===== src/rtl/core/mhtq_pkg.sv =====
// Shared types, constants and helpers of the min-heap timer queue.
package mhtq_pkg;

  localparam int HEAP_CAPACITY = 32;
  localparam int NUM_IDS       = 64;
  localparam int MAX_RESULTS   = 32;

  localparam int CMD_W  = 2;
  localparam int ID_W   = 6;
  localparam int TIME_W = 32;
  localparam int STAT_W = 2;

  localparam int NUM_LEVELS = $clog2(HEAP_CAPACITY + 1);
  localparam int LVL_W      = (NUM_LEVELS > 1) ? $clog2(NUM_LEVELS) : 1;
  localparam int TOP_SLOTS  = HEAP_CAPACITY - (2 ** (NUM_LEVELS - 1)) + 1;
  localparam int FULL_SLOTS = (NUM_LEVELS > 1) ? 2 ** (NUM_LEVELS - 2) : 1;
  localparam int LVL_SLOTS  = (TOP_SLOTS > FULL_SLOTS) ? TOP_SLOTS : FULL_SLOTS;
  localparam int ROWS       = (LVL_SLOTS + 1) / 2;
  localparam int ROW_W      = (ROWS > 1) ? $clog2(ROWS) : 1;
  localparam int IDX_W      = ROW_W + 1;
  localparam int CNT_W      = $clog2(HEAP_CAPACITY + 1);
  localparam int SLOT_W     = NUM_LEVELS + 2;
  localparam int RES_W      = $clog2(MAX_RESULTS + 1);
  localparam int FLAG_W     = (NUM_IDS > 1) ? $clog2(NUM_IDS) : 1;

  typedef enum logic [CMD_W-1:0] {
    CMD_ADD    = 2'd0,
    CMD_CANCEL = 2'd1,
    CMD_TICK   = 2'd2,
    CMD_NOP    = 2'd3
  } cmd_t;

  typedef enum logic [STAT_W-1:0] {
    ST_FIRED    = 2'd0,
    ST_ACCEPTED = 2'd1,
    ST_FULL     = 2'd2,
    ST_NONE     = 2'd3
  } status_t;

  typedef enum logic [2:0] {
    S_IDLE,
    S_SUP,
    S_RESP,
    S_TCHK,
    S_SDN
  } state_t;

  typedef struct packed {
    logic [TIME_W-1:0] expiry;
    logic [ID_W-1:0]   id;
  } ent_t;

  // two siblings of one level
  typedef ent_t [1:0] row_t;

  // moving hole: level-local index and the entry being placed
  typedef struct packed {
    logic             valid;
    logic             up;
    logic [IDX_W-1:0] idx;
    ent_t             ent;
  } tok_t;

  typedef struct packed {
    logic [LVL_W-1:0] lvl;
    logic [IDX_W-1:0] idx;
  } loc_t;

  // heap slot number to level and index within level
  function automatic loc_t slot_loc(input logic [CNT_W-1:0] s);
    logic [CNT_W:0] v;
    loc_t           r;
    v = (CNT_W + 1)'(s) + (CNT_W + 1)'(1);
    r = '0;
    for (int b = 0; b <= CNT_W; b++) begin
      if (v[b]) begin
        r.lvl = LVL_W'(b);
      end
    end
    r.idx = IDX_W'(v - ((CNT_W + 1)'(1) << r.lvl));
    return r;
  endfunction

endpackage


===== src/rtl/core/mhtq_cell.sv =====
// One heap level: its slots and one step of sift-up or sift-down for a hole held here.
module mhtq_cell (
  input  logic                           clk,
  input  logic                           rst,
  input  logic [mhtq_pkg::LVL_W-1:0]     lvl,
  input  logic [mhtq_pkg::CNT_W-1:0]     cnt,
  input  mhtq_pkg::tok_t                 inj,
  input  mhtq_pkg::tok_t                 from_up,
  input  mhtq_pkg::tok_t                 from_dn,
  output mhtq_pkg::tok_t                 to_up,
  output mhtq_pkg::tok_t                 to_dn,
  input  logic [mhtq_pkg::ROW_W-1:0]     rd_row,
  output mhtq_pkg::row_t                 rd_data,
  input  mhtq_pkg::row_t                 nb_up,
  input  mhtq_pkg::row_t                 nb_dn,
  output logic [mhtq_pkg::ROW_W-1:0]     req_up,
  output logic [mhtq_pkg::ROW_W-1:0]     req_dn,
  output logic                           done
);

  mhtq_pkg::tok_t                    tok;
  mhtq_pkg::row_t                    mem [mhtq_pkg::ROWS];

  logic                              wr_en;
  logic [mhtq_pkg::ROW_W-1:0]        wr_row;
  logic                              wr_sel;
  mhtq_pkg::ent_t                    wr_ent;
  logic [mhtq_pkg::IDX_W-1:0]        par_idx;
  mhtq_pkg::ent_t                    par;
  logic [mhtq_pkg::SLOT_W-1:0]       cl_slot;
  logic [mhtq_pkg::SLOT_W-1:0]       cr_slot;
  logic                              go_l;
  logic                              go_r;
  logic [mhtq_pkg::TIME_W-1:0]       best_exp;

  always_ff @(posedge clk) begin
    if (rst) begin
      tok <= '0;
    end else begin
      tok <= mhtq_pkg::tok_t'(inj | from_up | from_dn);
    end
  end

  always_ff @(posedge clk) begin
    if (wr_en) begin
      mem[wr_row][wr_sel] <= wr_ent;
    end
  end

  assign rd_data = mem[rd_row];

  always_comb begin
    par_idx  = tok.idx >> 1;
    par      = nb_up[par_idx[0]];
    cl_slot  = (mhtq_pkg::SLOT_W'(2) << lvl) - mhtq_pkg::SLOT_W'(1)
               + (mhtq_pkg::SLOT_W'(tok.idx) << 1);
    cr_slot  = cl_slot + mhtq_pkg::SLOT_W'(1);
    go_l     = (cl_slot < mhtq_pkg::SLOT_W'(cnt)) && (nb_dn[0].expiry < tok.ent.expiry);
    best_exp = go_l ? nb_dn[0].expiry : tok.ent.expiry;
    go_r     = (cr_slot < mhtq_pkg::SLOT_W'(cnt)) && (nb_dn[1].expiry < best_exp);

    wr_en  = 1'b0;
    wr_row = tok.idx[mhtq_pkg::IDX_W-1:1];
    wr_sel = tok.idx[0];
    wr_ent = tok.ent;
    to_up  = '0;
    to_dn  = '0;
    req_up = '0;
    req_dn = '0;
    done   = 1'b0;

    if (tok.valid) begin
      wr_en = 1'b1;
      if (tok.up) begin
        req_up = par_idx[mhtq_pkg::IDX_W-1:1];
        if (lvl != '0 && par.expiry > tok.ent.expiry) begin
          wr_ent = par;
          to_up  = '{valid: 1'b1, up: 1'b1, idx: par_idx, ent: tok.ent};
        end else begin
          done = 1'b1;
        end
      end else begin
        req_dn = tok.idx[mhtq_pkg::ROW_W-1:0];
        if (go_l || go_r) begin
          wr_ent = go_r ? nb_dn[1] : nb_dn[0];
          to_dn  = '{valid: 1'b1, up: 1'b0,
                     idx: {tok.idx[mhtq_pkg::IDX_W-2:0], go_r}, ent: tok.ent};
        end else begin
          done = 1'b1;
        end
      end
    end
  end

endmodule


===== config.mk =====
export PLATFORM = sky130hd
export DESIGN_NAME = mhtq_cell
export DESIGN_NICKNAME = d
export VERILOG_FILES = /design/src/rtl/core/mhtq_pkg.sv /design/src/rtl/core/mhtq_cell.sv
export SDC_FILE = /design/constraint.sdc
export NUM_CORES = 1
export LEC_CHECK = 0
export BUFFER_PORTS_ARGS = -buffer_cell sky130_fd_sc_hd__buf_4
export CAP_MARGIN = 10
export CORE_ASPECT_RATIO = 0.9
export CORE_MARGIN = 1
export CORE_UTILIZATION = 40
export DETAILED_ROUTE_END_ITERATION = 7
export PLACE_DENSITY = 0.6
export SLEW_MARGIN = 5
export SYNTH_ARGS = -nofsm -noshare
export SYNTH_HDL_FRONTEND = slang
export SYNTH_SLANG_ARGS = --single-unit

===== constraint.sdc =====
create_clock -name clk -period 6.9 [get_ports clk]
set_input_delay 0.345 -clock clk [delete_from_list [all_inputs] [get_ports clk]]
set_output_delay 0.345 -clock clk [all_outputs]
set_load 0.02 [all_outputs]

== Word level (Yosys, flattened, before mapping) ==
Memory sizes are Yosys's and may differ from the RTL's.
Index checks and enable logic that the tools add are counted.
W data, S select, Z words.
Word-level totals
  register bits: 44
  memory bits (writable): 608
  bits of input ports: 298
  output and inout port bits: 171
  word-level logic and storage cells: 53
  memories: 1
Operators by class
  add/sub/neg operators: 3
  magnitude comparators: 8
  shift-type cells: 1
  muxes and demuxes: 27
  bitwise gates (word level): 2
  reductions and logical operators: 6
Memory list
  mem: words 8, width 76, rd ports 1, clocked after Yosys merged registers in 0, wr ports 1, RTL line mhtq_cell.sv:22  | mhtq_pkg::row_t mem [mhtq_pkg::ROWS];
Operator list (number)
  $mux W38: 8
  $mux W44: 6
  $or A44 B44 Y44: 2
  $mux W76: 1
  $lt A32 B32 Y1: 2
  $demux W38 S1: 1
  $gt A32 B32 Y1: 1
  $mux W32: 1
  $lt A8 B6 Y1: 2
  $add A8 B1 Y8 const B: 1
  $add A8 B5 Y8: 1
  $shl A2 B3 Y8 const A: 1
  $sub A8 B1 Y8 const B: 1
  $mux W1: 6
  $mux W3: 2
  $logic_and A1 B1 Y1: 4
  $lt A1 B2 Y1 const B: 2
  $mux W2: 2
  $reduce_bool A3 Y1: 1
  $ge A1 B1 Y1 const B: 1
  $logic_or A1 B1 Y1: 1

== Longest topological paths before layout ==
  word-level depth: 12
  gate-level depth with buffers: 30
  gate-level depth less buffers: 25

== Least setup slack after synthesis ==
OpenSTA, ideal clock, no wires.
  path kind: register to register
  start: reg tok (netlist bit par_idx[0])
  end: mem mem[0][14] in the netlist's numbering, data pin
  setup time: 0.294 ns
  arrival: 6.563 ns
  data required time: 6.606 ns
  slack: 0.043 ns
  cell stages (with the launch flop): 29
  path buffers: 6
  clock period less this slack: 6.857 ns
  cell sequence: dfxtp_1 > clkbuf_1 > buf_1 > inv_1 > ha_1 > inv_1 > ha_1 > fa_1 > xor2_2 > ha_1 > a21oi_1 > a21boi_0 > a2111oi_0 > o2111a_2 > buf_6 > clkbuf_1 > nor2_1 > a21oi_1 > ha_1 > a21o_1 > a21o_1 > a221o_1 > a21o_1 > a2111oi_4 > and2_1 > o21ai_0 > buf_2 > buf_2 > o211ai_1
RTL lines
  from (decl): RTL line mhtq_cell.sv:21  | mhtq_pkg::tok_t tok;
  from (signal assigned): RTL line mhtq_cell.sv:40  | tok <= mhtq_pkg::tok_t'(inj | from_up | from_dn);
  to (decl): RTL line mhtq_cell.sv:22

==> flow_summary.ini <==
[run_status]
status = finished with violations
violations = design-rule violations

[cts]
cts_buffer_depth = 3
cts-root-buf = clkbuf_16
clk_pin_slew_ns = 0.06
insertion_delay_ns = 0.59
clock-sinks = 652
cts_tree = yes
cts_buffers = 67
h-tree-depth = 3

[synthesis]
avgSynthCellArea_um2 = 16.4
ys_seq_elements = 652
postSynthCellCount = 1796
synthFlopType = edfxtp_1
async_reset_ff_share_pct = 0
synth-edff-count = 608
syn_area_um2 = 29400
synth_cell_type_count = 63
yosys_warnings = 0
yosysSeqAreaShare_pct = 65.0

[floorplan]
row_count = 93
coreArea_um2 = 72100
fp.dieW_um = 288
die_h_um = 259
die_area_um2 = 74700
initial_utilization_pct = 40.8
ios = 469

[layout]
final_core_util_pct = 52.2
synthToLayoutAreaGrowth_pct = 27.9
final_nets = 2834
final_common_cell = edfxtp_1
finalNonFillerCells = 3423
layout_common_cells = edfxtp_1, buf_4, mux4_2
drive_gt1_share_pct = 39.3

[timing]
tightest_slew_ns = 1.06
clock-skew-final_ns = 0.0227
min_period_ns = 6.63
fmax_mhz = 151
hold_violations = 0
layout_setup_ws_ns = 0.274
setup-tns-final_ns = 0
rsz0062_at_grt = no
max_slew_margin_pct = 29.5
slew_viol_final = 0
setup_viol = 0
min_period_over_period_pct = 96.0

[placement]
portBuffers = 465
dpl.cell_count = 3216
dp_hpwl_mm = 59.6
dp_slack_ns = -0.566
gp_congestion = 0.930

[route]
drt-initial-drc-count = 1568
drt.antenna.violating_nets = 0
vias = 19200
post_drt_wl_per_cell_um = 26.5
dr.pass1.iters = 8
totalWireLength_mm = 90.7
drc = 16
vias_per_cell = 5.61

[setup_path]
cp-start-kind = flip-flop
crit_required_ns = 6.55
crit_type = reg -> out
cp_data_arrival_time_ns = 6.28
cp_max_fo = 8
cp-end-kind = output pin

[pwr]
p_per_area_nw_per_um2 = 256
total_power_w = 0.00964
ir_worst_vdd_uv = 155
p_leak_nw = 14.0

[global_route]
grt_max_degree = 85
grt_pass1_vias = 19700
grt_use_total_pct = 24.0
grt_antenna_before_repair = 4
grt_pass1_wl_mm = 130
overflow = 0

[flow_run]
cap_violations = 0

[hold_path]
hp-class = in -> reg
## where the power goes
part | internal, W | leakage, nW | switching (W) | total, W
registers | 0.00454 | 5.98 | 0.0000274 | 0.00456
logic | 0.000678 | 6.99 | 0.000944 | 0.00162
clock network | 0.00197 | 1.01 | 0.00148 | 0.00346
## kinds of logic (layout without fill, tap and decap cells)
group / after synthesis / after routing / share of synthesized area, %
DFF: 652 / 652 / 65.0
and+or+nand+nor: 387 / 387 / 6.00
muxes: 269 / 269 / 16.1
AOI/OAI and AO/OA: 214 / 214 / 5.47
buffers and inverters: 151 / 825 / 2.27
adders and majority gates: 116 / 116 / 4.96
xor gates and xnor gates: 6 / 6 / 0.204
other: 1 / 4 / 0.0127
## worst paths after layout
| path | startpoint | slack, ns | end | cells after the start |
|---|---|---|---|---|
| worst max register to register | par_idx[0] | 0.59 | mem[7][71] | 28 |
| worst min register to register | tok[18] | 0.85 | mem[7][56] | 3 |
| worst min-delay path | from_dn[5] | 0.04 | tok[5] | 3 |
| worst max-delay path | par_idx[0] | 0.27 | to_dn[0] | 26 |
## repair_timing
action,in CTS,in global routing
pin swaps,3,12
setup endpoints to repair,380,93
setup buffers,4,5
hold buffers,76,0
gates resized for setup,6,13
endpoints found under the hold margin,38,0
cloned,0,1
## worst max-delay path, cell delays in order, from the launching register on
cell        delay, ns
dfxtp_2          0.35
clkinvlp_4       0.10
ha_1             0.28
inv_1            0.05
ha_1             0.19
fa_2             0.37
xor2_2           0.17
ha_1             0.34
o211ai_1         0.14
a21boi_2         0.10
a2111oi_4        0.31
o2111a_2         0.35
buf_12           0.16
nor2_1           0.04
a21oi_1          0.13
ha_1             0.26
a21o_1           0.16
a21o_1           0.17
a221o_1          0.41
a21o_1           0.21
a2111oi_4        0.44
a31oi_4          0.15
buf_8            0.17
nor2_4           0.15
buf_6            0.17
and2_4           0.16
buf_4            0.14
## stage by stage
| stage | hold WS [ns] | cell area [µm²] |
|---|---|---|
| 5_1_grt | 0.0195 | 37600 |
| 2_1_floorplan | 0.465 | 29400 |
| 3_5_place_dp | 0.564 | 34600 |
| 6_report | 0.0368 | 37600 |
| 3_3_place_gp | 0.564 | 34600 |
| 4_1_cts | 0.00999 | 37500 |
## layout make-up
type | instances | area (µm²)
Tap cell | 950 | 1190
Multi-Input combinational cell | 995 | 9810
Sequential cell | 652 | 19100
Inverter | 54 | 209
Timing Repair Buffer | 650 | 5180
Clock buffer | 87 | 1840
Clock inverter | 34 | 267
Antenna cell | 1 | 2.50
Fill cell | 5880 | 34500
## Yosys cell counts (12+ instances only)
library cell	count	area (µm²)
a222oi_1	27	270
nor3_1	88	440
a221o_1	16	160
o21ai_0	17	85.1
inv_1	53	199
a21oi_1	58	290
a21o_1	15	113
mux2_2	108	1220
buf_1	21	78.8
nor2b_1	13	81.3
clkbuf_1	50	188
nand4_1	18	113
dfxtp_1	44	881
mux4_2	152	3420
nor2_1	144	541
edfxtp_1	608	18300
ha_1	115	1440
buf_2	12	60.1
nand2_1	78	293
o211ai_1	36	270
and2_1	17	106
## layer usage
metal,up-vias,GRT usage [%],share of wire (%)
li1,8449,-,-
met1,9795,32.0,41
met2,830,40.5,50
met3,127,3.37,6.3
met4,4,7.98,2.7
met5,-,0,0.025
## state kept, by name, indices dropped and copies added (netlist names)
name,count
tok,41
mem,608
par_idx,3
(Power assumes the default switching activity.)
